--- src/rtl/mbc_pkg.sv ---
// Shared types, constants and helpers of the maze backtracker carver.
`default_nettype none

package mbc_pkg;

   // configuration port
   localparam int CSR_W     = 6;
   localparam int CSR_IDX_W = 1;
   localparam logic [CSR_IDX_W-1:0] REG_GRID_WIDTH  = 1'b0;
   localparam logic [CSR_IDX_W-1:0] REG_GRID_HEIGHT = 1'b1;
   localparam logic [CSR_W-1:0]     GRID_RESET      = 6'd32;

   // default storage size
   localparam int DEF_MAX_X = 32;
   localparam int DEF_MAX_Y = 32;

   // grid dimension arithmetic (holds sizes up to 256 plus a small offset)
   localparam int DIM_W = 9;
   localparam int MIN_DIM = 3;

   // word fields
   localparam int COORD_OUT_W = 5;
   localparam int DIR_W       = 2;

   // visited cell counter
   localparam int COUNT_W = 11;
   localparam logic [COUNT_W-1:0] COUNT_MAX = 11'd2047;

   // request kinds
   localparam logic REQ_RESTART = 1'b0;
   localparam logic REQ_TRY     = 1'b1;

   // directions
   localparam logic [DIR_W-1:0] DIR_UP    = 2'd0;
   localparam logic [DIR_W-1:0] DIR_DOWN  = 2'd1;
   localparam logic [DIR_W-1:0] DIR_LEFT  = 2'd2;
   localparam logic [DIR_W-1:0] DIR_RIGHT = 2'd3;

   // controller states
   typedef enum logic [2:0] {
      ST_CLEAR,
      ST_IDLE,
      ST_PROBE,
      ST_DECIDE,
      ST_REPLY
   } mbc_state_type;

   // controller to datapath commands
   typedef struct packed {
      logic clear_start;
      logic clear_step;
      logic try_start;
      logic probe_step;
      logic move_back;
      logic carve;
      logic load_rsp;
   } mbc_cmd_type;

   // datapath to controller status
   typedef struct packed {
      logic clear_done;
      logic probe_done;
      logic finished;
      logic dead_end;
      logic at_start;
      logic dir_open;
      logic rsp_free;
   } mbc_stat_type;

   // saturate a size register into MIN_DIM..maxv
   function automatic logic [DIM_W-1:0] eff_size(input logic [CSR_W-1:0] v,
                                                 input logic [DIM_W-1:0] maxv);
      logic [DIM_W-1:0] ext;
      ext = DIM_W'(v);
      if (ext < DIM_W'(MIN_DIM)) begin
         return DIM_W'(MIN_DIM);
      end else if (ext > maxv) begin
         return maxv;
      end else begin
         return ext;
      end
   endfunction

endpackage

`default_nettype wire

--- src/rtl/mbc_ctrl.sv ---
// Controller state machine of the maze carver: sequences clear, probe, decide, reply.
`default_nettype none

module mbc_ctrl (
   input  wire logic                  clock,
   input  wire logic                  reset,
   input  wire logic                  req_valid,
   input  wire logic                  req_type,
   output logic                       req_ready,
   input  wire mbc_pkg::mbc_stat_type stat,
   output mbc_pkg::mbc_cmd_type       cmd
);

   mbc_pkg::mbc_state_type state_ff, state_in;
   logic                   restart_ff, restart_in;

   // state register; reset starts with a clearing pass
   always_ff @(posedge clock) begin
      if (reset) begin
         state_ff   <= mbc_pkg::ST_CLEAR;
         restart_ff <= 1'b0;
      end else begin
         state_ff   <= state_in;
         restart_ff <= restart_in;
      end
   end

   // next state and commands
   always_comb begin
      state_in   = state_ff;
      restart_in = restart_ff;
      cmd        = '0;
      req_ready  = 1'b0;
      case (state_ff)
         mbc_pkg::ST_CLEAR: begin
            cmd.clear_step = 1'b1;
            if (stat.clear_done) begin
               restart_in = 1'b0;
               state_in   = restart_ff ? mbc_pkg::ST_REPLY : mbc_pkg::ST_IDLE;
            end
         end
         mbc_pkg::ST_IDLE: begin
            req_ready = 1'b1;
            if (req_valid) begin
               if (req_type == mbc_pkg::REQ_RESTART) begin
                  cmd.clear_start = 1'b1;
                  restart_in      = 1'b1;
                  state_in        = mbc_pkg::ST_CLEAR;
               end else begin
                  cmd.try_start = 1'b1;
                  state_in      = mbc_pkg::ST_PROBE;
               end
            end
         end
         mbc_pkg::ST_PROBE: begin
            cmd.probe_step = 1'b1;
            if (stat.probe_done) begin
               state_in = mbc_pkg::ST_DECIDE;
            end
         end
         mbc_pkg::ST_DECIDE: begin
            if (stat.finished) begin
               state_in = mbc_pkg::ST_REPLY;
            end else if (stat.dead_end && !stat.at_start) begin
               // walk back one parent link and look again
               cmd.move_back = 1'b1;
               state_in      = mbc_pkg::ST_PROBE;
            end else begin
               cmd.carve = stat.dir_open;
               state_in  = mbc_pkg::ST_REPLY;
            end
         end
         mbc_pkg::ST_REPLY: begin
            if (stat.rsp_free) begin
               cmd.load_rsp = 1'b1;
               state_in     = mbc_pkg::ST_IDLE;
            end
         end
         default: begin
            state_in = mbc_pkg::ST_IDLE;
         end
      endcase
   end

endmodule

`default_nettype wire

--- config.mk ---
export PLATFORM = sky130hd
export DESIGN_NAME = mbc_ctrl
export DESIGN_NICKNAME = d
export VERILOG_FILES = /design/src/rtl/mbc_pkg.sv /design/src/rtl/mbc_ctrl.sv
export SDC_FILE = /design/constraint.sdc
export NUM_CORES = 1
export LEC_CHECK = 0
export BUFFER_PORTS_ARGS = -buffer_cell sky130_fd_sc_hd__buf_4
export CAP_MARGIN = 20
export CORE_AREA = 4 4 41 43
export DETAILED_ROUTE_END_ITERATION = 7
export DIE_AREA = 0 0 45 47
export GPL_TIMING_DRIVEN = 0
export PLACE_DENSITY = 0.54
export SLEW_MARGIN = 20
export SYNTH_ARGS = -nofsm -noshare
export SYNTH_HDL_FRONTEND = slang
export SYNTH_SLANG_ARGS = --single-unit
--- constraint.sdc ---
create_clock -name clock -period 1.1 [get_ports clock]
set_input_delay 0.11 -clock clock [delete_from_list [all_inputs] [get_ports clock]]
set_output_delay 0.11 -clock clock [all_outputs]
set_load 0.02 [all_outputs]
==> impl_metrics.py, run 1 <==
metrics = {
    "floorplanning": {
        "coreArea_mm2": 0.001301,
        "rows": 13,
        "ioPinCount": 19,
        "fp.dieW_um": 45,
        "design.die.area_mm2": 0.002115,
        "dieHeight_um": 47,
        "initial_utilization_pct": 25.38,
    },
    "cts": {
        "numCtsBuffers": 3,
        "clk_pin_slew_ps": 40,
        "hold_buffers": 0,
        "htreeDepth": 1,
        "max-clock-path-buffers": 2,
        "insertion_delay_ps": 240,
        "cts_tree": "yes",
        "clock-root-buffer": "clkbuf_4",
        "cts_sinks": 4,
    },
    "flow_run": {
        "drv_cap": 0,
    },
    "setup_path": {
        "cp-end-kind": "output port",
        "critPathBufInv": 3,
        "crit_fanout": 2,
        "arrival_ps": 1280,
        "crit_path_top_delay_cell": "dfxtp_2",
        "critPathLaunchType": "register",
        "path_delay_family": "simple AND/OR/NAND/NOR gates",
        "criticalPathCategory": "reg -> out",
        "required_ps": 990,
        "max_stage_delay_ps": 340,
        "crit_path_frequent_cell": "buf_6",
        "cp_cell_sequence": "buf_6 -> inv_4 -> nor4b_4 -> and3b_2 -> buf_6",
    },
    "global_routing": {
        "grt_remaining_overflow": 0,
        "grt_pass1_vias": 487,
        "track_usage_pct": 14.47,
        "grt_first_pass_wirelength_um": 2139,
        "grt_max_degree": 9,
        "antenna_found_initial": 0,
    },
    "route": {
        "drt_wl_total_um": 1254,
        "drc": 0,
        "wl_per_cell_um": 14.09,
        "drtAntennaViolNets": 0,
        "drt_iter0_markers": 8,
        "vias_per_cell": 5.112,
        "drtPass1Iterations": 4,
        "vias": 455,
    },
    "place": {
        "portBuffers": 18,
        "place_hpwl_um": 736.2,
        "place_area_um2": 539.3,
        "gp_congestion": 0.6404,
    },
    "synth": {
        "ys_ff_latch": 4,
        "async_flop_share_pct": 0,
        "ys.flop_type": "dfxtp_1",
        "ys_types": 24,
        "synth_edf_count": 0,
        "synthCells": 40,
        "yosysSeqAreaShare_pct": 24.24,
        "synth_warnings": 0,
        "netlist_area_um2": 330.3,
        "syn_avg_cell_area_um2": 8.258,
        "syn_nets": 51,
    },
    "timing": {
        "hold_slack_ps": 47.49,
        "fin_crit_ps": 1386,
        "slew_violations": 0,
        "fin_tns_setup_ps": -2189,
        "fmax_mhz": 721.3,
        "fin_crit_sh_pct": 126.0,
        "worst_clock_skew_ps": 2.062,
        "setup_slack_ps": -286.4,
        "finalHoldViolations": 0,
        "worstMarginPinSlew_ps": 288.3,
        "relSlewSlack_pct": 80.65,
        "setup_viol": 12,
        "grt_setup_unrepaired": "true",
    },
    "pwr": {
        "power.share.switching_pct": 29.85,
        "power_density_mw_per_mm2": 829.2,
        "p_sw_mw": 0.1895,
        "comb_power_share_pct": 41.8,
        "p_int_mw": 0.4454,
        "p_seq_share_pct": 25.2,
        "clkPwrFrac_pct": 32.9,
        "irDropWorstVdd_mv": 0.4393,
        "power.leakage_nw": 0.3230,
    },
    "cells_and_area": {
        "area_delta_synth_final_pct": 131.8,
        "fin_area_um2": 765.7,
        "fin_nets": 86,
        "drive_gt1_share_pct": 72.97,
        "diodes": 0,
    },
    "worst_hold_path": {
        "hp-class": "in -> reg",
    },
    "status": {
        "violations": "setup timing",
        "status": "complete, but fails checks",
    },
}
## flip-flops by register name, indices dropped and copies added (netlist names)
signal	cells
state_ff	3
restart_ff	1
## stage by stage
step | total power, mW | worst slack [ps] | utilization, % | std cells
after floorplan | 0.2622 | -139.4 | - | 40
after detailed placement | 0.3298 | -331.2 | 41.44 | 73
final | 0.6349 | -286.4 | 58.85 | 89
after global placement | 0.3303 | -351.1 | 41.44 | 73
after global routing | 0.6782 | -348.1 | 58.85 | 89
after CTS | 0.6162 | -300.2 | 57.21 | 87
## worst paths after layout
path            endpoint   startpoint  depth (start not counted)  slack, ps
max               cmd[2]  state_ff[0]                          5       -290
min          state_ff[2]        reset                          2         50
max reg2reg  state_ff[0]  state_ff[1]                          4       -200
min reg2reg  state_ff[0]   restart_ff                          3        680
## routing by layer
metal	share of wire, %	global-route usage, %	up-vias	wire length, um
li1	-	-	220	-
met1	41	16.40	212	515
met2	51	24.58	21	635
met3	6.8	4.598	2	85
met4	1.4	7.018	0	18
met5	0	0	-	0
## power groups by stage
stage,logic [mW],registers (mW),clock network (mW)
global placement,0.166,0.165,0
global route,0.284,0.161,0.233
floorplan,0.100,0.162,0
detailed placement,0.165,0.164,0
finish,0.266,0.160,0.209
CTS,0.247,0.161,0.209
## Yosys cell counts (2+ instances only)
| cell | count | area [um^2] |
|---|---|---|
| nor3b_1 | 4 | 30.03 |
| nor3_1 | 2 | 10.01 |
| dfxtp_1 | 4 | 80.08 |
| inv_1 | 2 | 7.510 |
| nand2_1 | 2 | 7.510 |
| a31oi_1 | 3 | 18.77 |
| buf_4 | 2 | 15.01 |
| o21ai_0 | 2 | 10.01 |
| and3_1 | 2 | 12.51 |
| nand2b_1 | 2 | 12.51 |
| and3b_1 | 2 | 17.52 |
## layout make-up
class,instances,area [um^2]
buffer,2,26.28
clock buffer,4,26.28
fill,120,535.5
inverter,2,10.01
multi-input combinational,31,306.5
sequential,4,88.84
tap,15,18.77
timing repair buffer,31,289.0
## cell families (layout without fill, tap and decap cells)
group	count (synthesis)	count (layout)	share of synthesized area, %
simple gates	20	20	42.80
compound gates	11	11	24.62
flops	4	4	24.24
buf+inv	5	39	8.331
## cell usage in the layout (no fill, tap or decap), types with 2 or more instances in the layout
cell / Yosys / layout
buf_4: 2 / 18
buf_6: 0 / 12
buf_8: 0 / 3
a31oi_1: 3 / 3
clkbuf_4: 0 / 3
nor4b_4: 0 / 2
nand2b_1: 2 / 2
and3_4: 0 / 2
and3b_2: 0 / 2
nand2_1: 2 / 2
o21ai_0: 2 / 2
nor3b_1: 4 / 2
dfxtp_4: 0 / 2
## repair_timing
item	in CTS	in global routing
gates resized for setup	26	5
setup buffers	10	5
hold endpoints to repair	0	0
endpoints found under the setup margin	12	12
pin swaps	10	5
Power figures use the tool's default switching activity.
==> inputs of run 2 (changes only) <==
--- a/config.mk
+++ b/config.mk
@@ -11,6 +11,7 @@
 export DETAILED_ROUTE_END_ITERATION = 7
 export DIE_AREA = 0 0 45 47
 export GPL_TIMING_DRIVEN = 0
+export HOLD_SLACK_MARGIN = 0.08
 export PLACE_DENSITY = 0.54
 export SLEW_MARGIN = 20
 export SYNTH_ARGS = -nofsm -noshare
==> impl_metrics.py, run 2 (synthesis results as in run 1) <==
metrics = {
    "route": {
        "drtAntennaViolNets": 0,
        "drt_iter0_markers": 7,
        "vias_per_cell": 5.133,
        "vias": 462,
        "drtPass1Iterations": 4,
        "drt_wl_total_um": 1260,
        "drc": 0,
        "wl_per_cell_um": 14.00,
    },
    "global_routing": {
        "grt_first_pass_wirelength_um": 2139,
        "track_usage_pct": 14.47,
        "antenna_found_initial": 0,
        "grt_pass1_vias": 485,
        "grt_remaining_overflow": 0,
        "grt_max_degree": 9,
    },
    "cells_and_area": {
        "final_common_cell": "buf_4",
        "fin_util_pct": 59.62,
        "largest-register": "state_ff",
        "fin_nets": 87,
        "drive_gt1_share_pct": 72.00,
        "fill_cells": 116,
        "area_delta_synth_final_pct": 134.8,
        "top_regs": "state_ff: 3 flops, restart_ff: 1 flops",
        "layout_common_cells": "18 x buf_4, 12 x buf_6, 3 x buf_8, 3 x a31oi_1, 3 x clkbuf_4",
        "final_cells": 90,
        "diodes": 0,
        "largest_reg_flops": 3,
    },
    "floorplanning": {
        "fp.dieW_um": 45,
        "coreArea_mm2": 0.001301,
        "ioPinCount": 19,
        "dieHeight_um": 47,
        "rows": 13,
        "initial_utilization_pct": 25.38,
        "design.die.area_mm2": 0.002115,
    },
    "timing": {
        "worstMarginPinSlew_ps": 287.9,
        "fin_crit_ps": 1387,
        "finalHoldViolations": 0,
        "hold_slack_ps": 132.5,
        "worst_clock_skew_ps": 3.096,
        "fin_tns_setup_ps": -2173,
        "slew_violations": 0,
        "grt_setup_unrepaired": "true",
        "relSlewSlack_pct": 80.68,
        "fmax_mhz": 721.0,
        "setup_viol": 12,
        "fin_crit_sh_pct": 126.1,
        "setup_slack_ps": -286.9,
    },
    "status": {
        "status": "complete, but fails checks",
        "violations": "setup timing",
    },
    "setup_path": {
        "criticalPathCategory": "reg -> out",
        "arrival_ps": 1280,
        "r2r-start": "state_ff[1]",
        "reg2reg_depth": 4,
        "rrSetupSlack_ps": -210,
        "r2r_end": "state_ff[0]",
        "required_ps": 990,
        "crit_fanout": 2,
        "cp-end-kind": "output port",
        "critPathLaunchType": "register",
    },
    "pwr": {
        "power_density_mw_per_mm2": 826.6,
        "power.leakage_nw": 0.3272,
        "irDropWorstVdd_mv": 0.4168,
    },
    "cts": {
        "clk_pin_slew_ps": 40,
        "htreeDepth": 1,
        "cts_tree": "yes",
        "numCtsBuffers": 3,
        "max-clock-path-buffers": 2,
        "insertion_delay_ps": 240,
        "clock-root-buffer": "clkbuf_4",
        "cts_sinks": 4,
    },
    "worst_hold_path": {
        "min_to": "state_ff[1]",
        "hp-class": "in -> reg",
        "hold_depth": 3,
        "min-delay-start": "reset",
    },
    "place": {
        "place_hpwl_um": 736.2,
        "portBuffers": 18,
        "place_ws_ps": -331.2,
        "gp_congestion": 0.6404,
        "placed_cells": 73,
    },
    "flow_run": {
        "drv_cap": 0,
    },
}
==> run 2: changes by cell type in the layout (fill, tap and decap cells not counted), sizes merged <==
cell	delta
dlygate4sd3	+1
==> run 2: where the power goes <==
| group | switching (mW) | total, mW | internal (mW) | leakage, nW |
|---|---|---|---|---|
| sequential | 0.00933 | 0.160 | 0.151 | 0.0345 |
| clock | 0.0746 | 0.212 | 0.137 | 0.0150 |
| combinational | 0.109 | 0.269 | 0.160 | 0.278 |
==> run 2: worst max-delay path by stage <==
stage	from	end	slack [ps]	cells after the start
5_1_grt	state_ff[0]	cmd[2]	-350	5
3_5_place_dp	state_ff[0]	cmd[1]	-330	5
4_1_cts	state_ff[2]	cmd[2]	-300	4
2_1_floorplan	state_ff[2]	restart_ff	-140	4
3_3_place_gp	state_ff[0]	cmd[1]	-350	5
6_report	state_ff[0]	cmd[2]	-290	5
==> run 2: repair_timing <==
| item | in CTS | in global routing |
|---|---|---|
| buffers inserted | 10 | 5 |
| endpoints found under the setup margin | 12 | 12 |
| hold buffers | 1 | 0 |
| endpoints found under the hold margin | 2 | 0 |
| cloned | 0 | 0 |
| pin swaps | 10 | 5 |
| gates resized for setup | 26 | 5 |
==> run 2: critical path, cell delays in order (launching register included) <==
cell and delay [ps]:
dfxtp_2 340, buf_6 120, inv_4 40, nor4b_4 210
and3b_2 220, buf_6 110
==> run 2: area by class of cell <==
class / count / area, um^2 / area share, %
well taps: 15 / 18.77 / 2.419
repair buffers: 32 / 299.0 / 38.55
clock buffers: 4 / 26.28 / 3.387
plain buffers: 2 / 26.28 / 3.387
flip-flops and latches: 4 / 88.84 / 11.45
inverters: 2 / 10.01 / 1.290
multi-input cells: 31 / 306.5 / 39.52
==> run 2: routing by layer <==
layer	up-vias	global-route usage [%]	routed length (um)
met1	211	16.63	508
met5	-	0	0
met2	24	24.86	623
met3	4	4.215	95
li1	223	-	-
met4	0	6.433	33
==> run 2: per-stage QoR <==
stage / instance area (um^2) / total power, mW
4_1_cts: 754.5 / 0.6189
6_report: 775.7 / 0.6413
3_5_place_dp: 539.3 / 0.3298
3_3_place_gp: 539.3 / 0.3303
5_1_grt: 775.7 / 0.6815
2_1_floorplan: 385.4 / 0.2622
==> inputs of run 3 (changes only) <==
--- a/config.mk
+++ b/config.mk
@@ -5,6 +5,7 @@
 export SDC_FILE = /design/constraint.sdc
 export NUM_CORES = 1
 export LEC_CHECK = 0
+export ABC_AREA = 1
 export BUFFER_PORTS_ARGS = -buffer_cell sky130_fd_sc_hd__buf_4
 export CAP_MARGIN = 20
 export CORE_AREA = 4 4 41 43
==> impl_metrics.py, run 3 <==
metrics = {
    "route": {
        "drc": 0,
        "wl_per_cell_um": 11.10,
        "met2_length_um": 603,
        "vias_per_cell": 4.646,
        "wl_met3_um": 65,
        "top_layer": "met4",
        "drtAntennaViolNets": 0,
        "drt_iter0_markers": 8,
        "wl_met1_um": 421,
        "drt_wl_total_um": 1099,
        "vias": 460,
        "drtPass1Iterations": 4,
    },
    "place": {
        "portBuffers": 18,
        "gp_congestion": 0.7893,
        "placed_cells": 91,
        "place_ws_ps": -65.32,
        "place_hpwl_um": 743.2,
        "place_area_um2": 494.2,
    },
    "synth": {
        "syn_nets": 69,
        "ys_types": 15,
        "synth_common_cells": "13 x nand2_1, 12 x inv_1, 6 x nand3_1, 6 x nor2_1",
        "syn_avg_cell_area_um2": 5.587,
        "synth.area.top_cells": "dfxtp_1 25%, nand2_1 15%, inv_1 14%, nand3_1 9.3%, nor2_1 6.9%",
        "async_flop_share_pct": 0,
        "synthCells": 58,
        "yosys.area.top_type": "dfxtp_1",
        "yosysMostFrequentCell": "nand2_1",
        "synth_edf_count": 0,
        "netlist_area_um2": 324.1,
        "yosysSeqAreaShare_pct": 24.71,
        "synth_warnings": 0,
        "ys.flop_type": "dfxtp_1",
        "ys_ff_latch": 4,
        "synth_top_area_share_pct": 24.71,
    },
    "floorplanning": {
        "design.die.area_mm2": 0.002115,
        "rows": 13,
        "fp.dieW_um": 45,
        "dieHeight_um": 47,
        "initial_utilization_pct": 24.90,
        "ioPinCount": 19,
        "coreArea_mm2": 0.001301,
    },
    "global_routing": {
        "grt_max_degree": 7,
        "grt_remaining_overflow": 0,
        "antenna_found_initial": 0,
        "grt_pass1_vias": 388,
        "track_usage_pct": 9.005,
        "grt_first_pass_wirelength_um": 1393,
    },
    "setup_path": {
        "criticalPathCategory": "reg -> out",
        "required_ps": 990,
        "crit_path_top_delay_cell": "dfxtp_4",
        "cp_cell_sequence": "inv_4 -> nor2_4 -> nand3_2 -> nor2_1 -> buf_4",
        "max_stage_delay_ps": 410,
        "arrival_ps": 1150,
        "critPathLaunchType": "register",
        "cp-end-kind": "output port",
        "crit_fanout": 6,
    },
    "cells_and_area": {
        "final_cells": 99,
        "fin_nets": 97,
        "top_regs": "state_ff: 3 flops, restart_ff: 1 flops",
        "drive_gt1_share_pct": 57.14,
        "fin_area_um2": 663.1,
        "diodes": 0,
        "area_delta_synth_final_pct": 104.6,
        "largest_reg_flops": 3,
        "final_common_cell": "buf_4",
        "layout_common_cells": "17 x buf_4, 11 x nand2_1, 9 x inv_1, 5 x buf_6",
        "largest-register": "state_ff",
    },
    "pwr": {
        "comb_power_share_pct": 66.0,
        "clkPwrFrac_pct": 11.6,
        "irDropWorstVdd_mv": 1.099,
        "power.leakage_nw": 0.3480,
        "p_int_mw": 0.7826,
        "power_density_mw_per_mm2": 2259,
        "power_mw": 1.498,
        "p_sw_mw": 0.7157,
        "p_seq_share_pct": 22.4,
        "power.share.switching_pct": 47.76,
    },
    "status": {
        "violations": "setup timing",
        "status": "complete, but fails checks",
    },
    "timing": {
        "fin_crit_ps": 1259,
        "relSlewSlack_pct": 86.66,
        "worst_clock_skew_ps": 1.292,
        "fmax_mhz": 794.0,
        "fin_crit_sh_pct": 114.5,
        "setup_slack_ps": -159.5,
        "setup_viol": 10,
        "finalHoldViolations": 0,
        "grt_setup_unrepaired": "true",
        "slew_violations": 0,
        "worstMarginPinSlew_ps": 198.5,
        "hold_slack_ps": 183.8,
    },
    "flow_run": {
        "drv_cap": 0,
    },
    "cts": {
        "htreeDepth": 1,
        "numCtsBuffers": 3,
        "max-clock-path-buffers": 2,
        "cts_sinks": 4,
        "insertion_delay_ps": 230,
        "clock-root-buffer": "clkbuf_4",
        "cts_tree": "yes",
        "clk_pin_slew_ps": 40,
    },
    "worst_hold_path": {
        "hp-class": "in -> reg",
    },
}
## run 3: what timing repair did
item / in CTS / in global routing
setup endpoints to repair: 10 / 12
endpoints found under the hold margin: 3 / 0
pin swaps: 1 / 3
cloned: 0 / 0
hold buffers: 1 / 0
setup buffers: 1 / 3
resized for setup: 11 / 22
## run 3: path summary, 6_finish.rpt
| path | startpoint | endpoint | slack [ps] | depth (start not counted) |
|---|---|---|---|---|
| worst min-delay path | stat[5] | state_ff[1] | 180 | 4 |
| worst min register to register | restart_ff | restart_ff | 520 | 2 |
| worst max-delay path | state_ff[0] | cmd[4] | -160 | 5 |
| worst max register to register | state_ff[0] | restart_ff | -70 | 7 |
## run 3: per-stage QoR
stage,utilization (%),TNS [ps]
2_1_floorplan,-,0
3_3_place_gp,37.98,-49.96
3_5_place_dp,37.98,-65.32
4_1_cts,43.37,-676.4
5_1_grt,50.96,-1522
6_report,50.96,-892.9
## run 3: logic make-up (layout without fill, tap and decap cells)
family / Yosys count / in the layout / synth area share (%)
buffers and inverters: 14 / 40 / 16.22
flip-flops: 4 / 4 / 24.71
AO/OA/AOI/OAI: 7 / 7 / 11.58
AND/OR/NAND/NOR: 33 / 33 / 47.49
## run 3: area by class of cell
type | count | area [um^2]
Fill cell | 134 | 638.1
Multi-Input combinational cell | 40 | 274.0
Timing Repair Buffer | 23 | 193.9
Sequential cell | 4 | 91.34
Inverter | 14 | 62.56
Clock buffer | 3 | 22.52
Tap cell | 15 | 18.77
## run 3: layer usage
layer	global-route usage (%)	vias to the layer above
met4	5.263	0
met1	9.091	207
met2	17.23	16
li1	-	235
met3	1.533	2
met5	0	-
## run 3: worst max-delay path: cells and delay by family (launching register included)
kind	cells	cell delay (ps)
flip-flops	1	410
AND/OR/NAND/NOR	3	320
buffers and inverters	2	190
## run 3: power by group through the flow
stage          sequential (mW)  combinational (mW)  clock (mW)
6_report                 0.335               0.989       0.174
2_1_floorplan            0.248               0.495           0
3_3_place_gp             0.263               0.696           0
4_1_cts                  0.287               0.733       0.186
3_5_place_dp             0.264               0.697           0
5_1_grt                  0.343                1.08       0.186
